--- config.mk ---
export PLATFORM = sky130hd
export DESIGN_NAME = mrg3_cfg
export DESIGN_NICKNAME = d
export VERILOG_FILES = /design/src/hdl/mrg3_pkg.sv /design/src/hdl/mrg3_cfg.sv
export VERILOG_INCLUDE_DIRS = /design/src /design/src/hdl
export SDC_FILE = /design/constraint.sdc
export NUM_CORES = 1
export LEC_CHECK = 0
export ABC_AREA = 1
export BUFFER_PORTS_ARGS = -buffer_cell sky130_fd_sc_hd__buf_2
export CELL_PAD_IN_SITES_DETAIL_PLACEMENT = 0
export CELL_PAD_IN_SITES_GLOBAL_PLACEMENT = 1
export CORE_MARGIN = 4
export CORE_UTILIZATION = 36
export DETAILED_ROUTE_END_ITERATION = 10
export PLACE_DENSITY = 0.85
export SLEW_MARGIN = 20
export SYNTH_ARGS = -nofsm -noshare
export SYNTH_HDL_FRONTEND = slang
export SYNTH_SLANG_ARGS = --single-unit
export TNS_END_PERCENT = 30
--- constraint.sdc ---
create_clock -name clk_i -period 0.84 [get_ports clk_i]
set_clock_uncertainty 0.1 [all_clocks]
set_input_delay 0.168 -clock clk_i [delete_from_list [all_inputs] [get_ports clk_i]]
set_output_delay 0.168 -clock clk_i [all_outputs]
set_load 0.005 [all_outputs]
--- src/hdl/assert_macros.svh ---
// assertion macros shared by the generator top and its config register file
`ifndef ASSERT_MACROS_SVH
`define ASSERT_MACROS_SVH

`ifndef SYNTHESIS
// property must hold at every clock edge out of reset
`define MRG_ASSERT(label, prop, msg) \
  label: assert property (@(posedge clk_i) disable iff (!rst_ni) (prop)) else $error(msg);
// condition must never be seen at a clock edge out of reset
`define MRG_ASSERT_NEVER(label, cond, msg) \
  label: assert property (@(posedge clk_i) disable iff (!rst_ni) !(cond)) else $error(msg);
`else
`define MRG_ASSERT(label, prop, msg)
`define MRG_ASSERT_NEVER(label, cond, msg)
`endif

`endif

--- src/hdl/mrg3_pkg.sv ---
// types and constants of the third-order recursive generator
`timescale 1ns / 1ps

package mrg3_pkg;

  localparam int unsigned WordWidth = 32;
  localparam int unsigned MultWidth = 16;
  localparam int unsigned CfgIdxWidthDef = 8;

  // modulus 2^32 - 5, and 2^32 mod modulus used for folding
  localparam logic [WordWidth-1:0] Modulus = 32'hFFFF_FFFB;
  localparam logic [2:0] FoldFactor = 3'd5;

  localparam logic [WordWidth-1:0] SeedReset = 32'd10;
  localparam logic [MultWidth-1:0] MultNewestReset = 16'd1176;
  localparam logic [MultWidth-1:0] MultMiddleReset = 16'd1476;
  localparam logic [MultWidth-1:0] MultOldestReset = 16'd1776;

  typedef enum logic [1:0] {
    CFG_SEED        = 2'd0,
    CFG_MULT_NEWEST = 2'd1,
    CFG_MULT_MIDDLE = 2'd2,
    CFG_MULT_OLDEST = 2'd3
  } cfg_reg_e;

  typedef struct packed {
    logic [WordWidth-1:0] seed_value;
    logic [MultWidth-1:0] mult_newest;
    logic [MultWidth-1:0] mult_middle;
    logic [MultWidth-1:0] mult_oldest;
  } cfg_regs_t;

endpackage

--- src/hdl/mrg3_cfg.sv ---
// configuration register file: seed and the three multipliers
`timescale 1ns / 1ps
`include "assert_macros.svh"

module mrg3_cfg #(
  parameter int unsigned CfgIdxWidth = mrg3_pkg::CfgIdxWidthDef
) (
  input  logic                                clk_i,
  input  logic                                rst_ni,
  input  logic                                cfg_valid_i,
  output logic                                cfg_ready_o,
  input  logic [CfgIdxWidth-1:0]              cfg_index_i,
  input  logic [mrg3_pkg::WordWidth-1:0]      cfg_data_i,
  output mrg3_pkg::cfg_regs_t                 cfg_o
);

  mrg3_pkg::cfg_regs_t cfg_q, cfg_d;

  // writes are always taken
  assign cfg_ready_o = 1'b1;

  always_comb begin
    cfg_d = cfg_q;
    if (cfg_valid_i) begin
      case (cfg_index_i)
        CfgIdxWidth'(mrg3_pkg::CFG_SEED): begin
          cfg_d.seed_value = cfg_data_i;
        end
        CfgIdxWidth'(mrg3_pkg::CFG_MULT_NEWEST): begin
          cfg_d.mult_newest = cfg_data_i[mrg3_pkg::MultWidth-1:0];
        end
        CfgIdxWidth'(mrg3_pkg::CFG_MULT_MIDDLE): begin
          cfg_d.mult_middle = cfg_data_i[mrg3_pkg::MultWidth-1:0];
        end
        CfgIdxWidth'(mrg3_pkg::CFG_MULT_OLDEST): begin
          cfg_d.mult_oldest = cfg_data_i[mrg3_pkg::MultWidth-1:0];
        end
        default: begin
          // unknown index, write dropped
        end
      endcase
    end
  end

  always_ff @(posedge clk_i or negedge rst_ni) begin
    if (!rst_ni) begin
      cfg_q.seed_value  <= mrg3_pkg::SeedReset;
      cfg_q.mult_newest <= mrg3_pkg::MultNewestReset;
      cfg_q.mult_middle <= mrg3_pkg::MultMiddleReset;
      cfg_q.mult_oldest <= mrg3_pkg::MultOldestReset;
    end else begin
      cfg_q <= cfg_d;
    end
  end

  assign cfg_o = cfg_q;

  `MRG_ASSERT(cfg_mult_newest_write_a,
    (cfg_valid_i && cfg_index_i == CfgIdxWidth'(mrg3_pkg::CFG_MULT_NEWEST)) |=>
    (cfg_q.mult_newest == $past(cfg_data_i[mrg3_pkg::MultWidth-1:0])),
    "mult_newest did not take the written value")

endmodule

# Word-level counts from Yosys, hierarchy flattened
# Cells that the tools add are included.
# op_classes
eq_ne,3
n_reduce_logical,5
# ops
operator,count
8-bit by 2-bit equality test with 1-bit output (second input constant),2
8-bit by 1-bit equality test with 1-bit output (second input constant),1
8-bit logical NOT,1
2-bit AND reduction,4
# totals
reg_bits,80
in_bits,43
elab_cells,12
output_inout_bits,81

# Depth between registers and ports, before layout
# Gate-level depths: netlist (run 1).
# logic_depth
word_depth,2
depth_mapped,7
mapped_depth_nobuf,6

# Least setup slack after synthesis (run 1)
# OpenSTA, ideal clock, no wires.
# synth_timing
path_kind,input port to flip-flop
from,input port cfg_index_i[7]
to,"register cfg_q, in the netlist cfg_o[11]"
slack_ns,-0.245
arrival_ns,0.868
stages,7
t_required_ns,0.624
cell_sequence,nor2_1 > nand2_1 > inv_2 > nand3_4 > buf_6 > nand2_1 > nand2_1
# synth_via
elab_chain_len,2
# synth_lines
item,line_no,text
"start, declared",mrg3_cfg.sv:12,"input logic [CfgIdxWidth-1:0] cfg_index_i,"
8-bit by 2-bit equality test with 1-bit output,mrg3_cfg.sv:25,case (cfg_index_i)
2-bit AND reduction (no line),n/a,
"end signal, assigned",mrg3_cfg.sv:52,cfg_q <= cfg_d;
"end, declared",mrg3_cfg.sv:17,"mrg3_pkg::cfg_regs_t cfg_q, cfg_d;"
# Every way passes these cells.
# A chain may end at the register's enable or synchronous reset.

# Final worst setup path (run 1)
# layout_timing
from,"register cfg_q, in the netlist cfg_o[18]"
to,output port cfg_o[18] (netlist bit)
# layout_rtl
item,line_no,text
"end, declared",mrg3_cfg.sv:14,output mrg3_pkg::cfg_regs_t cfg_o
# No word-level cell between the ends.

==> run summary, run 1 <==
Final hold vios: 3
Syn Area/Cell: 9.38 um^2
R2r worst-path depth: 4
Placed cell areas: 0.00426 mm^2
Overall global routing resource usage: 17.9%
CTS max path bufs: 2
Critical Path Max Stage Delay: 0.55 ns
Yosys warns: 0
Largest register FFs: 80
CTS tree: yes
# rows: 35
Max-cap violations: 0
Post-route cell area: 0.00507 mm^2
Synth area leaders: dfrtp_1 (46%), nand2_1 (18%), dfstp_2 (13%)
Clk slew on worst S/H paths: 0.09 ns
Fin Hold WS: -0.0234 ns
First-pass GRT wire length: 15800 um
# IOs: 124
Syn nets: 410
EDFF count, synth: 0
Chip Width: 106 um
FFs w/ async S/R, synth: 100%
Clock Tree Root: clkbuf_8
Antenna violations before repair: 0
Final min period: 1.26 ns
Tcrit/Tclk final: 151%
Status: finished with violations
Critical Path Stages: 1
Non-filler cells, final: 671
Area leader, netlist: dfrtp_1
Crit end category: output port
Vias per cell: 4.64
WP data arrival: 1.00 ns
CP Class: reg -> out
Crit-path cells: buf_2
Final wirelength: 9890 um
Buf/Inv on CP: 1
Top post-synthesis cells by count: nand2_1 (165), nand3_1 (70), dfrtp_1 (63), dfstp_2 (17), nand3_2 (10)
Hold Path Class: in -> reg
Final TNS setup: -25.48 ns
CP delay by family, top: flip-flops
Total CTS buffers: 9
Sequential fraction of the synthesis area: 58.8%
Die area: 0.0112 mm^2
Starting Density: 37.1%
DR pass1 iterations: 4
DR DRC count: 0
Most frequent cell after synthesis: nand2_1
Ant. Diodes: 0
Primary FF master, synth: dfrtp_1
Clk_lat worst skew: 0.35 ns
Die Height: 106 um
Final core utilization: 54.6%
Cell count after synthesis: 367
Worst path required time: 0.57 ns
CTS sink cnt: 80
VDD IR-drop max: 970 uV
Core outline area: 0.00928 mm^2
Peak Freq: 791 MHz
# port buffers: 122
Via count: 3111
DRC violation total after the first TritonRoute iteration: 113
Synthesized flop and latch total: 80
Largest net degree at the start of global routing: 33
Max FO, Critical Path: 2
DPL Wire Length: 6770 um
CP Launch Type: flip-flop
Failing checks: hold timing, setup timing
Post-route ant nets: 0
Finish-stage setup viols: 102
Worst setup margin: -0.425 ns
DR WL/cell: 14.7 um
H-tree depth: 3
GP Congestion: 0.764
Placed instance count: 609
Power per cell area: 1770 mW/mm^2
Synth cell types: 16
Hold path depth: 3
Top-area cell type share of the netlist area: 45.8%
RSZ-0062 raised after global routing: yes
Slowest CP cell: dfstp_2
Area growth, synth to finish: 47.4%
Grt ovf: 0
Vias in the first global route: 2998
# nets final: 580
Layout cells sized above 1: 40.4%
Leak pwr: 0.00288 uW
Post-Syn Area: 0.00344 mm^2
Slew Viols, Final: 0
## metrics by stage
stage | total power (uW) | setup slack [ns]
floorplan | 4520 | -0.164
global placement | 5050 | -0.371
detailed placement | 5070 | -0.397
CTS | 8980 | -0.437
global route | 9370 | -0.472
finish | 8980 | -0.425
## power by group
group	switching [uW]	internal [uW]	leakage [uW]	total, uW
Clock	1410	2360	0.000130	3770
Sequential	106	4060	0.00104	4170
Combinational	526	512	0.00171	1040
## logic make-up (layout without fill, tap and decap cells)
| kind of cell | Yosys count | count (layout) | share of synthesized area, % |
|---|---|---|---|
| and+or+nand+nor | 257 | 257 | 34.6 |
| buffers and inverters | 29 | 204 | 6.51 |
| DFF | 80 | 80 | 58.8 |
| other | 1 | 1 | 0.109 |
## worst paths after layout
check	startpoint	slack, ns	to
hold / removal	cfg_data_i[10]	-0.02	cfg_o[10]
setup / recovery	cfg_o[18]	-0.42	cfg_o[18]
hold reg to reg	cfg_o[10]	0.36	cfg_o[10]
min in group asynchronous	rst_ni	0.10	cfg_o[45]
setup reg to reg	cfg_o[20]	-0.12	cfg_o[20]
max in group asynchronous	rst_ni	0.05	cfg_o[5]
## metal layers
| metal | track usage, % | wire length, um | vias up |
|---|---|---|---|
| li1 | - | - | 1513 |
| met1 | 23.2 | 4320 | 1496 |
| met3 | 6.25 | 711 | 6 |
| met4 | 5.46 | 108 | 0 |
| met5 | 0 | 0 | - |
| met2 | 28.3 | 4750 | 96 |
## repair_timing
action                                  4_1_cts  5_1_grt
cloned                                        0        0
endpoints found under the hold margin       100        5
pin swaps                                     1        4
endpoints found under the setup margin      112      159
buffers inserted                              6       11
hold buffers                                 28        1
gates resized for setup                       5       19
## final cells by class
class / instances / area (um^2)
repair buffers: 182 / 1330
well taps: 129 / 161
flip-flops and latches: 80 / 2020
multi-input cells: 258 / 1260
inverters: 6 / 27.5
fillers: 873 / 4210
clock buffers: 11 / 141
clock inverters: 5 / 128
## cell usage in the layout, fill, tap and decap left out, types with 2 or more instances in the layout
cell / instances
buf_12: 8
dlygate4sd3_1: 24
nand3_2: 15
inv_2: 4
dfstp_2: 17
buf_2: 108
nor2_4: 6
clkbuf_8: 10
bufinv_16: 4
dfrtp_1: 63
dlymetal6s4s_1: 5
buf_6: 12
nand2_4: 2
nand3_4: 4
nor2_2: 2
nand2_1: 163
nand3_1: 65
buf_4: 25
No activity file was read; power rests on OpenSTA's default activity.
==> inputs of run 2 (changes only) <==
CORE_MARGIN = 2   (was 4)
PLACE_DENSITY = not set   (was 0.85)
PLACE_DENSITY_LB_ADDON = 0.15   (was not set)
==> run 2 against run 1 <==
  * The flow still finishes with violations (hold timing, setup timing)
  * Critical path depth did not move
  * Fmax rose by 0.54%
  * Sequential share of layout area rose by 0.82 points
  * Cell count fell by 0.45%
  * Register-to-register slack improved by 0.06 ns
  * Combinational power barely moved
  * Worst hold slack improved by 0.022 ns
  * Flip-flop and latch count did not move
  * Clock-buffer cell count fell by 1
==> run summary, run 2 (same netlist as run 1, synthesis figures left out) <==
DR WL/cell: 14.2 um (was 14.7 um)
Crit end category: output port (unchanged)
DR DRC count: 0 (unchanged)
Largest net degree at the start of global routing: 49 (was 33)
Critical Path Max Stage Delay: 0.55 ns (about the same)
Fin Hold WS: -0.00122 ns (was -0.0234 ns)
Crit-path cells: buf_2 (unchanged)
Worst path required time: 0.57 ns (about the same)
Ant. Diodes: 0 (unchanged)
Area growth, synth to finish: 44.4% (was 47.4%)
Commonest non-fill, non-tap cell in the layout: nand2_1 (unchanged)
Peak Freq: 795 MHz (was 791 MHz)
# nets final: 578 (was 580)
Max-cap violations: 0 (unchanged)
Post-route ant nets: 0 (unchanged)
Most frequent cells in the layout: nand2_1 (163), buf_2 (109), nand3_1 (67) (was nand2_1 (163), buf_2 (108), nand3_1 (65))
NetSw: 1990 uW (was 2040 uW)
Layout cells sized above 1: 40.3% (was 40.4%)
H-tree depth: 3 (unchanged)
Die area: 0.0104 mm^2 (was 0.0112 mm^2)
Buf/Inv on CP: 1 (unchanged)
Chip Width: 102 um (was 106 um)
Sw Share: 23.9% (was 22.8%)
Final hold vios: 1 (was 3)
Largest register FFs: 80 (unchanged)
Leak pwr: 0.00283 uW (was 0.00288 uW)
WP data arrival: 0.99 ns (was 1.00 ns)
Finish-stage setup viols: 132 (was 102)
CP delay by family, top: flip-flops (unchanged)
Final core utilization: 53.8% (was 54.6%)
CP Class: reg -> out (unchanged)
Power per cell area: 1670 mW/mm^2 (was 1770 mW/mm^2)
Clk_lat worst skew: 0.33 ns (was 0.35 ns)
Core outline area: 0.00924 mm^2 (was 0.00928 mm^2)
Max FO, Critical Path: 2 (unchanged)
CTS sink cnt: 80 (unchanged)
DRC violation total after the first TritonRoute iteration: 132 (was 113)
# IOs: 124 (unchanged)
Clock power frac: 37.5% (was 42.0%)
Grt ovf: 0 (unchanged)
Total CTS buffers: 9 (unchanged)
Overall global routing resource usage: 19.0% (was 17.9%)
P_int: 6310 uW (was 6930 uW)
DPL Wire Length: 6250 um (was 6770 um)
VDD IR-drop max: 951 uV (was 970 uV)
RSZ-0062 raised after global routing: yes (unchanged)
Die Height: 102 um (was 106 um)
Vias per cell: 4.48 (was 4.64)
Slew Viols, Final: 0 (unchanged)
GP Congestion: 0.803 (was 0.764)
Tcrit/Tclk final: 150% (was 151%)
# port buffers: 122 (unchanged)
# rows: 35 (unchanged)
Failing checks: hold timing, setup timing (unchanged)
Final min period: 1.26 ns (about the same)
Slowest CP cell: dfstp_2 (unchanged)
First-pass GRT wire length: 15100 um (was 15800 um)
Starting Density: 37.2% (was 37.1%)
CTS tree: yes (unchanged)
Vias in the first global route: 2845 (was 2998)
DR pass1 iterations: 4 (unchanged)
Clk slew on worst S/H paths: 0.09 ns (about the same)
Antenna violations before repair: 0 (unchanged)
Combinational share of power: 12.3% (was 11.6%)
CTS max path bufs: 2 (unchanged)
# fillers: 882 (was 873)
Via count: 2995 (was 3111)
Hold Path Class: in -> reg (unchanged)
Status: finished with violations (unchanged)
Sequential Power Share: 50.2% (was 46.4%)
Final Total Pwr: 8300 uW (was 8980 uW)
Worst setup margin: -0.418 ns (was -0.425 ns)
Clock Tree Root: clkbuf_8 (unchanged)
Final wirelength: 9480 um (was 9890 um)
CP Launch Type: flip-flop (unchanged)
run 2: cell count changes in the layout (fill, tap and decap cells not counted), moves of 2 or more:
cell,previous run,this run
buf_6,12,10
bufinv_16,4,2
clkinv_2,0,2
dlymetal6s4s_1,5,3
nand3_1,65,67
nand3_2,15,13
run 2: per-stage QoR:
stage	setup TNS (ns)	hold WS (ns)	worst slack [ns]	area, um^2	std cells
floorplan	-10.86	-0.228	-0.164	3490	367
global placement	-29.09	-0.0828	-0.376	4250	607
detailed placement	-29.96	-0.0855	-0.403	4250	607
CTS	-26.62	-0.0226	-0.440	4800	652
global route	-32.66	-0.0126	-0.465	4970	668
finish	-25.69	-0.00122	-0.418	4970	668
run 2: layout make-up:
type	instances	area, um^2	area share [%]
clock buffer	10	138	2.77
tap	129	161	3.25
clock inverter	5	78.8	1.59
inverter	6	27.5	0.554
sequential	80	2020	40.7
multi-input combinational	258	1250	25.1
timing repair buffer	180	1290	26.0
run 2: path summary, 6_finish.rpt:
kind	start	to	slack (ns)	depth (start not counted)
setup / recovery	cfg_o[9]	cfg_o[9]	-0.42	1
hold / removal	cfg_data_i[3]	cfg_o[51]	-0.001	3
setup reg to reg	cfg_o[4]	cfg_o[4]	-0.06	3
hold reg to reg	cfg_o[35]	cfg_o[35]	0.36	2
max in group asynchronous	rst_ni	cfg_o[4]	0.09	3
min in group asynchronous	rst_ni	cfg_o[33]	0.11	2
run 2: power groups by stage:
stage	logic (uW)	registers, uW	clock network [uW]
2_1_floorplan	276	4240	0
3_5_place_dp	846	4230	0
4_1_cts	970	4160	3210
6_report	1020	4160	3110
5_1_grt	1140	4180	3360
3_3_place_gp	833	4230	0
run 2: repair_timing:
action / CTS / global route
setup endpoints to repair: 130 / 160
pin swaps: 2 / 2
hold buffers: 26 / 1
resized for setup: 7 / 11
setup buffers: 4 / 15
endpoints found under the hold margin: 114 / 4
run 2: layer usage:
layer,up-vias,GRT usage (%),share of wire [%]
met1,1382,27.4,48
li1,1506,-,-
met5,-,0,0
met3,6,4.55,7.2
met4,0,5.93,0.66
met2,101,28.3,44
==> inputs of run 3 (changes only) <==
CORE_UTILIZATION = 39   (was 36)
clock period = 1.54 ns   (was 0.84 ns; I/O delays follow)
==> run 3 against run 2 <==
  * The run now ends clean
  * Critical endpoint is now cfg_o[10]
  * Via count shrank 3.0%
  * Largest power group unchanged
  * Flip-flop and latch count is the same
  * Die area shrank 7.4%
  * Global-route usage grew 0.40 points
==> run summary, run 3 (same netlist as run 1, synthesis figures left out) <==
Pre-CTS setup slack: 0.0289 ns (was -0.403 ns)
Final wirelength: 8840 um (was 9480 um)
Tcrit/Tclk final: 92.5%
Final min period: 1.42 ns
Post-CTS Setup Inserts: 0 (was 4)
Post-route ant nets: 0 (unchanged)
Sw Share: 26.9% (was 23.9%)
Final TNS setup: 0 ns (was -25.69 ns)
Starting Density: 39.8% (was 37.2%)
Most frequent cells in the layout: nand2_1 (165), buf_2 (121), nand3_1 (70) (was nand2_1 (163), buf_2 (109), nand3_1 (67))
Area growth, synth to finish: 25.7% (was 44.4%)
Status: completed (was finished with violations)
RSZ-0062 raised after global routing: no (was yes)
Critical Path Max Stage Delay: 0.56 ns (was 0.55 ns)
Power per cell area: 944 mW/mm^2 (was 1670 mW/mm^2)
Final hold vios: 0 (was 1)
VDD IR-drop max: 403 uV (was 951 uV)
Grt ovf: 0 (unchanged)
Chip Width: 97.9 um (was 102 um)
Worst setup margin: 0.115 ns (was -0.418 ns)
Final core utilization: 50.1% (was 53.8%)
Max FO, Critical Path: 2 (unchanged)
Ant. Diodes: 0 (unchanged)
Clk_lat worst skew: 0.35 ns (was 0.33 ns)
Total CTS buffers: 9 (unchanged)
Leak pwr: 0.00253 uW (was 0.00283 uW)
Peak Freq: 702 MHz
CTS sink cnt: 80 (unchanged)
GP Congestion: 0.737 (was 0.803)
Vias per cell: 4.80 (was 4.48)
Vias in the first global route: 2857 (was 2845)
Hold Path Class: in -> reg (unchanged)
Buf/Inv on CP: 1 (unchanged)
CP delay by family, top: flip-flops (unchanged)
Commonest non-fill, non-tap cell in the layout: nand2_1 (unchanged)
Crit end category: output port (unchanged)
DRC violation total after the first TritonRoute iteration: 85 (was 132)
WP data arrival: 1.02 ns (was 0.99 ns)
Crit-path cells: buf_2 (unchanged)
Uppermost layer routed: met4 (unchanged)
Combinational share of power: 10.1% (was 12.3%)
Core outline area: 0.00864 mm^2 (was 0.00924 mm^2)
First-pass GRT wire length: 14800 um (was 15100 um)
Finish-stage setup viols: 0 (was 132)
DR WL/cell: 14.6 um (was 14.2 um)
Max-cap violations: 0 (unchanged)
Clock Tree Root: clkbuf_8 (unchanged)
Die area: 0.00959 mm^2 (was 0.0104 mm^2)
Fin Hold WS: 0.0875 ns (was -0.00122 ns)
H-tree depth: 3 (unchanged)
Overall global routing resource usage: 19.4% (was 19.0%)
CTS max path bufs: 2 (unchanged)
DR DRC count: 0 (unchanged)
Reg2reg setup slack: 0.72 ns (was -0.06 ns)
Layout cells sized above 1: 38.8% (was 40.3%)
NetSw: 1100 uW (was 1990 uW)
CTS resizes: 0 (was 7)
Largest net degree at the start of global routing: 35 (was 49)
Sequential Power Share: 55.6% (was 50.2%)
Clock power frac: 34.3% (was 37.5%)
DR pass1 iterations: 4 (unchanged)
Worst path required time: 1.13 ns (was 0.57 ns)
Antenna violations before repair: 0 (unchanged)
Slew Viols, Final: 0 (unchanged)
# rows: 34 (was 35)
# port buffers: 122 (unchanged)
M1 WL: 4020 um (was 4570 um)
Met3 Routed Length: 538 um (was 684 um)
CTS tree: yes (unchanged)
Via count: 2906 (was 2995)
P_int: 2980 uW (was 6310 uW)
CP Launch Type: flip-flop (unchanged)
Largest register FFs: 80 (unchanged)
DPL Wire Length: 6280 um (was 6250 um)
# IOs: 124 (unchanged)
CP Class: reg -> out (unchanged)
# nets final: 535 (was 578)
Die Height: 97.9 um (was 102 um)
Clk slew on worst S/H paths: 0.09 ns (about the same)
Met2 WL: 4140 um (was 4160 um)
Slowest CP cell: dfstp_2 (unchanged)
==> run 3: repair_timing <==
action,4_1_cts,5_1_grt
endpoints found under the setup margin,0,0
hold endpoints to repair,63,0
hold buffers,1,0
==> run 3: path summary, 6_finish.rpt <==
| check | cells past startpoint | startpoint | endpoint |
|---|---|---|---|
| worst max-delay path | 1 | cfg_o[10] | cfg_o[10] |
| worst min-delay path | 3 | cfg_data_i[21] | cfg_o[69] |
| min in group asynchronous | 2 | rst_ni | cfg_o[64] |
| worst max register to register | 2 | cfg_o[10] | cfg_o[10] |
| worst min register to register | 2 | cfg_o[51] | cfg_o[51] |
| max in group asynchronous | 3 | rst_ni | cfg_o[6] |
==> run 3: metrics by stage <==
stage,cells,total power (uW),area [um^2]
after global placement,588,2720,4140
after CTS,605,4150,4320
after detailed placement,588,2730,4140
after global routing,605,4290,4320
after floorplan,367,2460,3440
final,605,4080,4320
==> run 3: cell type report <==
| class | count | area [um^2] |
|---|---|---|
| multi-input combinational | 258 | 1200 |
| sequential | 80 | 2020 |
| inverter | 6 | 22.5 |
| clock inverter | 7 | 55.1 |
| timing repair buffer | 137 | 766 |
| clock buffer | 9 | 124 |
| tap | 108 | 135 |
| fill | 901 | 4310 |
==> run 3: routing by layer <==
layer	global-route usage (%)	vias up
met5	0	-
met2	30.6	85
li1	-	1420
met4	7.05	0
met1	26.3	1389
met3	4.44	12
==> run 3: power by group through the flow <==
stage | registers, uW | logic [uW] | clock network (uW)
floorplan | 2320 | 140 | 0
global placement | 2310 | 414 | 0
detailed placement | 2310 | 419 | 0
CTS | 2270 | 421 | 1460
global route | 2280 | 469 | 1540
finish | 2270 | 412 | 1400
==> run 3: worst reg2reg max path: stages, from the launching register on <==
cell	delay, ns
dfstp_2	0.56
nand2_1	0.05
nand2_1	0.06
